`src/sv/rrt_ram.sv`:
```
// ---------------------------------------------------------------------------
// rrt_ram - generic single port RAM
// One write or one read per cycle, read data registered.
// ---------------------------------------------------------------------------
module rrt_ram #(
    parameter int WIDTH = 32,
    parameter int DEPTH = 64
) (
    input  logic                     aclk,
    input  logic                     we,
    input  logic [$clog2(DEPTH)-1:0] addr,
    input  logic [WIDTH-1:0]         wdata,
    output logic [WIDTH-1:0]         rdata
);
    logic [WIDTH-1:0] mem [DEPTH];

    always_ff @(posedge aclk) begin
        if (we) begin
            mem[addr] <= wdata;
        end
        rdata <= mem[addr];
    end
endmodule

```
`config.mk`:
```
export PLATFORM = sky130hd
export DESIGN_NAME = rrt_ram
export DESIGN_NICKNAME = d
export VERILOG_FILES = /design/src/sv/rrt_ram.sv
export SDC_FILE = /design/constraint.sdc
export NUM_CORES = 2
export LEC_CHECK = 0
export BUFFER_PORTS_ARGS = -buffer_cell sky130_fd_sc_hd__buf_2
export CORE_MARGIN = 4
export CORE_UTILIZATION = 55
export DETAILED_ROUTE_END_ITERATION = 10
export PLACE_DENSITY = 0.71
export SYNTH_ARGS = -nofsm -noshare
export SYNTH_HDL_FRONTEND = slang
export SYNTH_SLANG_ARGS = --single-unit
```
`constraint.sdc`:
```
create_clock -name aclk -period 4.65 [get_ports aclk]
set_input_delay 0.93 -clock aclk [delete_from_list [all_inputs] [get_ports aclk]]
set_output_delay 0.93 -clock aclk [all_outputs]
set_load 0.005 [all_outputs]
```
==> impl_results.md <==
* Drt first-iter violations at 6305
* Power density cells at 430.4 nW/um^2
* Hold_buf cts at 0
* Most frequent cells in the layout: edfxtp_1 (2048), mux2i_1 (259), buf_4 (210), clkbuf_16 (203), a22oi_1 (188)
* Port Buffer Count at 71
* Worst path cell trace: buf_8 -> and2_2 -> buf_12 -> and3_1 -> nor4_1 -> a31oi_1 -> buf_4 -> a2111oi_0 -> buf_4 -> nand3_1
* Synth area leaders: edfxtp_1 (78%), mux2i_1 (3.3%), mux4_2 (2.7%)
* CTS resizes at 0
* Net Switching at 8.253 mW
* CP Capture Type: register
* Clock power frac at 41.1%
* Count of final hold-check violations at 0
* Top-area cell type share of the netlist area at 77.92%
* Initial antenna violation count at 18
* Final Cycle Share at 71.55%
* Mapped Nets at 4279
* Max Slew Vio Count at 0
* Fin Clk Skew at 0.03569 ns
* RD Place Congestion at 0.8522
* HP Class: primary input to register
* Pin count of the biggest net entering global routing at 90
* Vias in the first global route at 42.69k
* Int Power at 30.54 mW
* F_max at 0.3006 GHz
* Grt ovf at 0
* Leakage at 29.24 nW
* Row cnt at 138
* Setup violations, final at 0
* Sum Neg Setup Slack at 0 ns
* Root Buffer: clkbuf_16
* Total number of vias at 44.04k
* Die X at 386.8 microns
* Sequential element share of the synthesized area at 78.73%
* Relative slew slack at 15.18%
* Max VDD drop at 0.4091 mV
* Crit-path max cell delay at 0.92 ns
* All-layer global routing usage at 27.64%
* Worst path bufs/invs at 4
* Syn Area/Cell at 18.62 sq um
* Fin crit period at 3.327 ns
* #FFs+latches synth at 2080
* Post-synth top flop: edfxtp_1
* Initial Utilization at 55.54%
* Ys async rst share at 0%
* Sequential share of power at 53.7%
* Startpoint Class: primary input
* Die area at 149600 sq um
* Yosys top cell by area: edfxtp_1
* Placed cells at 6169
* CP max FO at 24
* Antenna-violating nets left at 0
* Vias per cell at 6.727
* CTS tree: yes
* Status: completed
* Part of the power in combinational logic at 5.2%
* CTS Buffer Depth at 3
* Post-CTS Setup Repair Bufs at 0
* Commonest non-fill, non-tap cell in the layout: edfxtp_1
* Slowest CP cell: a2111oi_0
* Final std cells w/o fill at 6547
* CTS sink cnt at 2080
* First-pass GRT wire length at 302300 microns
* Layout cells sized above 1 at 20.62%
* CTS Buf Count at 197
* RSZ-0062 raised after global routing: false
* MaxCap Viol Count at 0
* Sw frac at 21.27%
* Drt drc at 0
* R2r setup slk at 1.89 ns
* Worst-Margin Slew at 1.272 ns
* CTS clock-pin slew for the worst setup and hold paths at 0.06 ns
* DR pass1 iterations at 6
* Worst Path Arrival at 4.03 ns
* Worst-Skew Late Latency at 0.84 ns
* Netlist cell types at 56
* Top delay family on crit path: simple AND/OR/NAND/NOR gates
* Core ar. at 142100 sq um
* Die Y at 386.8 microns
* Crit Path Class: primary input to register
* Worst EP required at 5.36 ns
* Netlist Area Pre-Place at 78930 sq um
* Hold slack at 0.4356 ns
* Final #Nets at 4518
* Synthesized instance count at 4239
* Synthesis-to-finish area growth at 14.20%
* Final WL at 209900 microns
* CP dominant cell by count: buf_4
* H-tree depth at 4
* Boundary Pins at 72
* Post-DP HPWL at 120800 microns
* Warnings from Yosys at 0
* DR WL/cell at 32.06 microns
* Design Power at 38.80 mW
* Number of flops mapped to enable cells by yosys at 2048
-- logic make-up (layout without fill, tap and decap cells) --
group | count (synthesis) | count (layout) | share of synthesized area (%)
buffers and inverters | 300 | 708 | 1.682
other | 0 | 10 | 0
muxes | 502 | 502 | 8.121
DFF | 2080 | 2080 | 78.73
AOI/OAI and AO/OA | 933 | 933 | 8.662
and+or+nand+nor | 424 | 424 | 2.806
-- cells in the mapped netlist, types with 70 or more instances --
cell and n:
edfxtp_1 2048, mux2i_1 259, a22oi_1 188, a221oi_1 175, clkbuf_1 168, mux2_2 147, nor2_1 145, a21oi_1 121
mux4_2 96, o22ai_1 93, and3_1 85, o21ai_0 84, buf_2 83, o22a_1 70
-- sequential cells by signal, indices dropped and copies added, names as in the netlist --
name and cells:
rdata 32, mem 2048
-- through the flow --
step                      utilization, %  cell area [sq um]  setup WS [ns]
after floorplan                        -              78930         0.4813
after global routing               63.41              90110          1.319
final                              63.43              90140          1.323
after detailed placement           58.88              83670         0.5368
after CTS                          63.41              90110          1.401
after global placement             58.88              83670         0.5473
-- cell type report --
type	count	area, sq um
inverters	2	15.01
diodes	10	25.02
fillers	9579	51960
clock buffers	262	5451
repair buffers	338	3103
flip-flops and latches	2080	62140
multi-input cells	1859	16050
clock inverters	106	989.7
well taps	1890	2365
-- worst paths after layout --
kind | startpoint | end | depth (start not counted)
setup / recovery | addr[1] | rdata[22] | 10
hold / removal | wdata[23] | mem[61][23] | 1
setup reg to reg | mem[30][21] | rdata[21] | 5
hold reg to reg | mem[32][17] | rdata[17] | 3
-- power groups by stage --
stage / logic, mW / clock network, mW / registers [mW]
2_1_floorplan: 0.993 / 0 / 21.2
3_3_place_gp: 1.95 / 0 / 21.2
3_5_place_dp: 1.98 / 0 / 21.2
4_1_cts: 1.99 / 16.1 / 20.8
5_1_grt: 2.10 / 17.0 / 20.8
6_report: 2.01 / 16.0 / 20.8
-- layer usage --
layer	track usage (%)	vias up	part of all wire (%)
met3	5.615	385	11
met1	38.77	22670	38
met5	0	-	0.025
met4	10.76	8	3.9
li1	-	18150	-
met2	43.22	2824	47
Power figures use the tool's default switching activity.
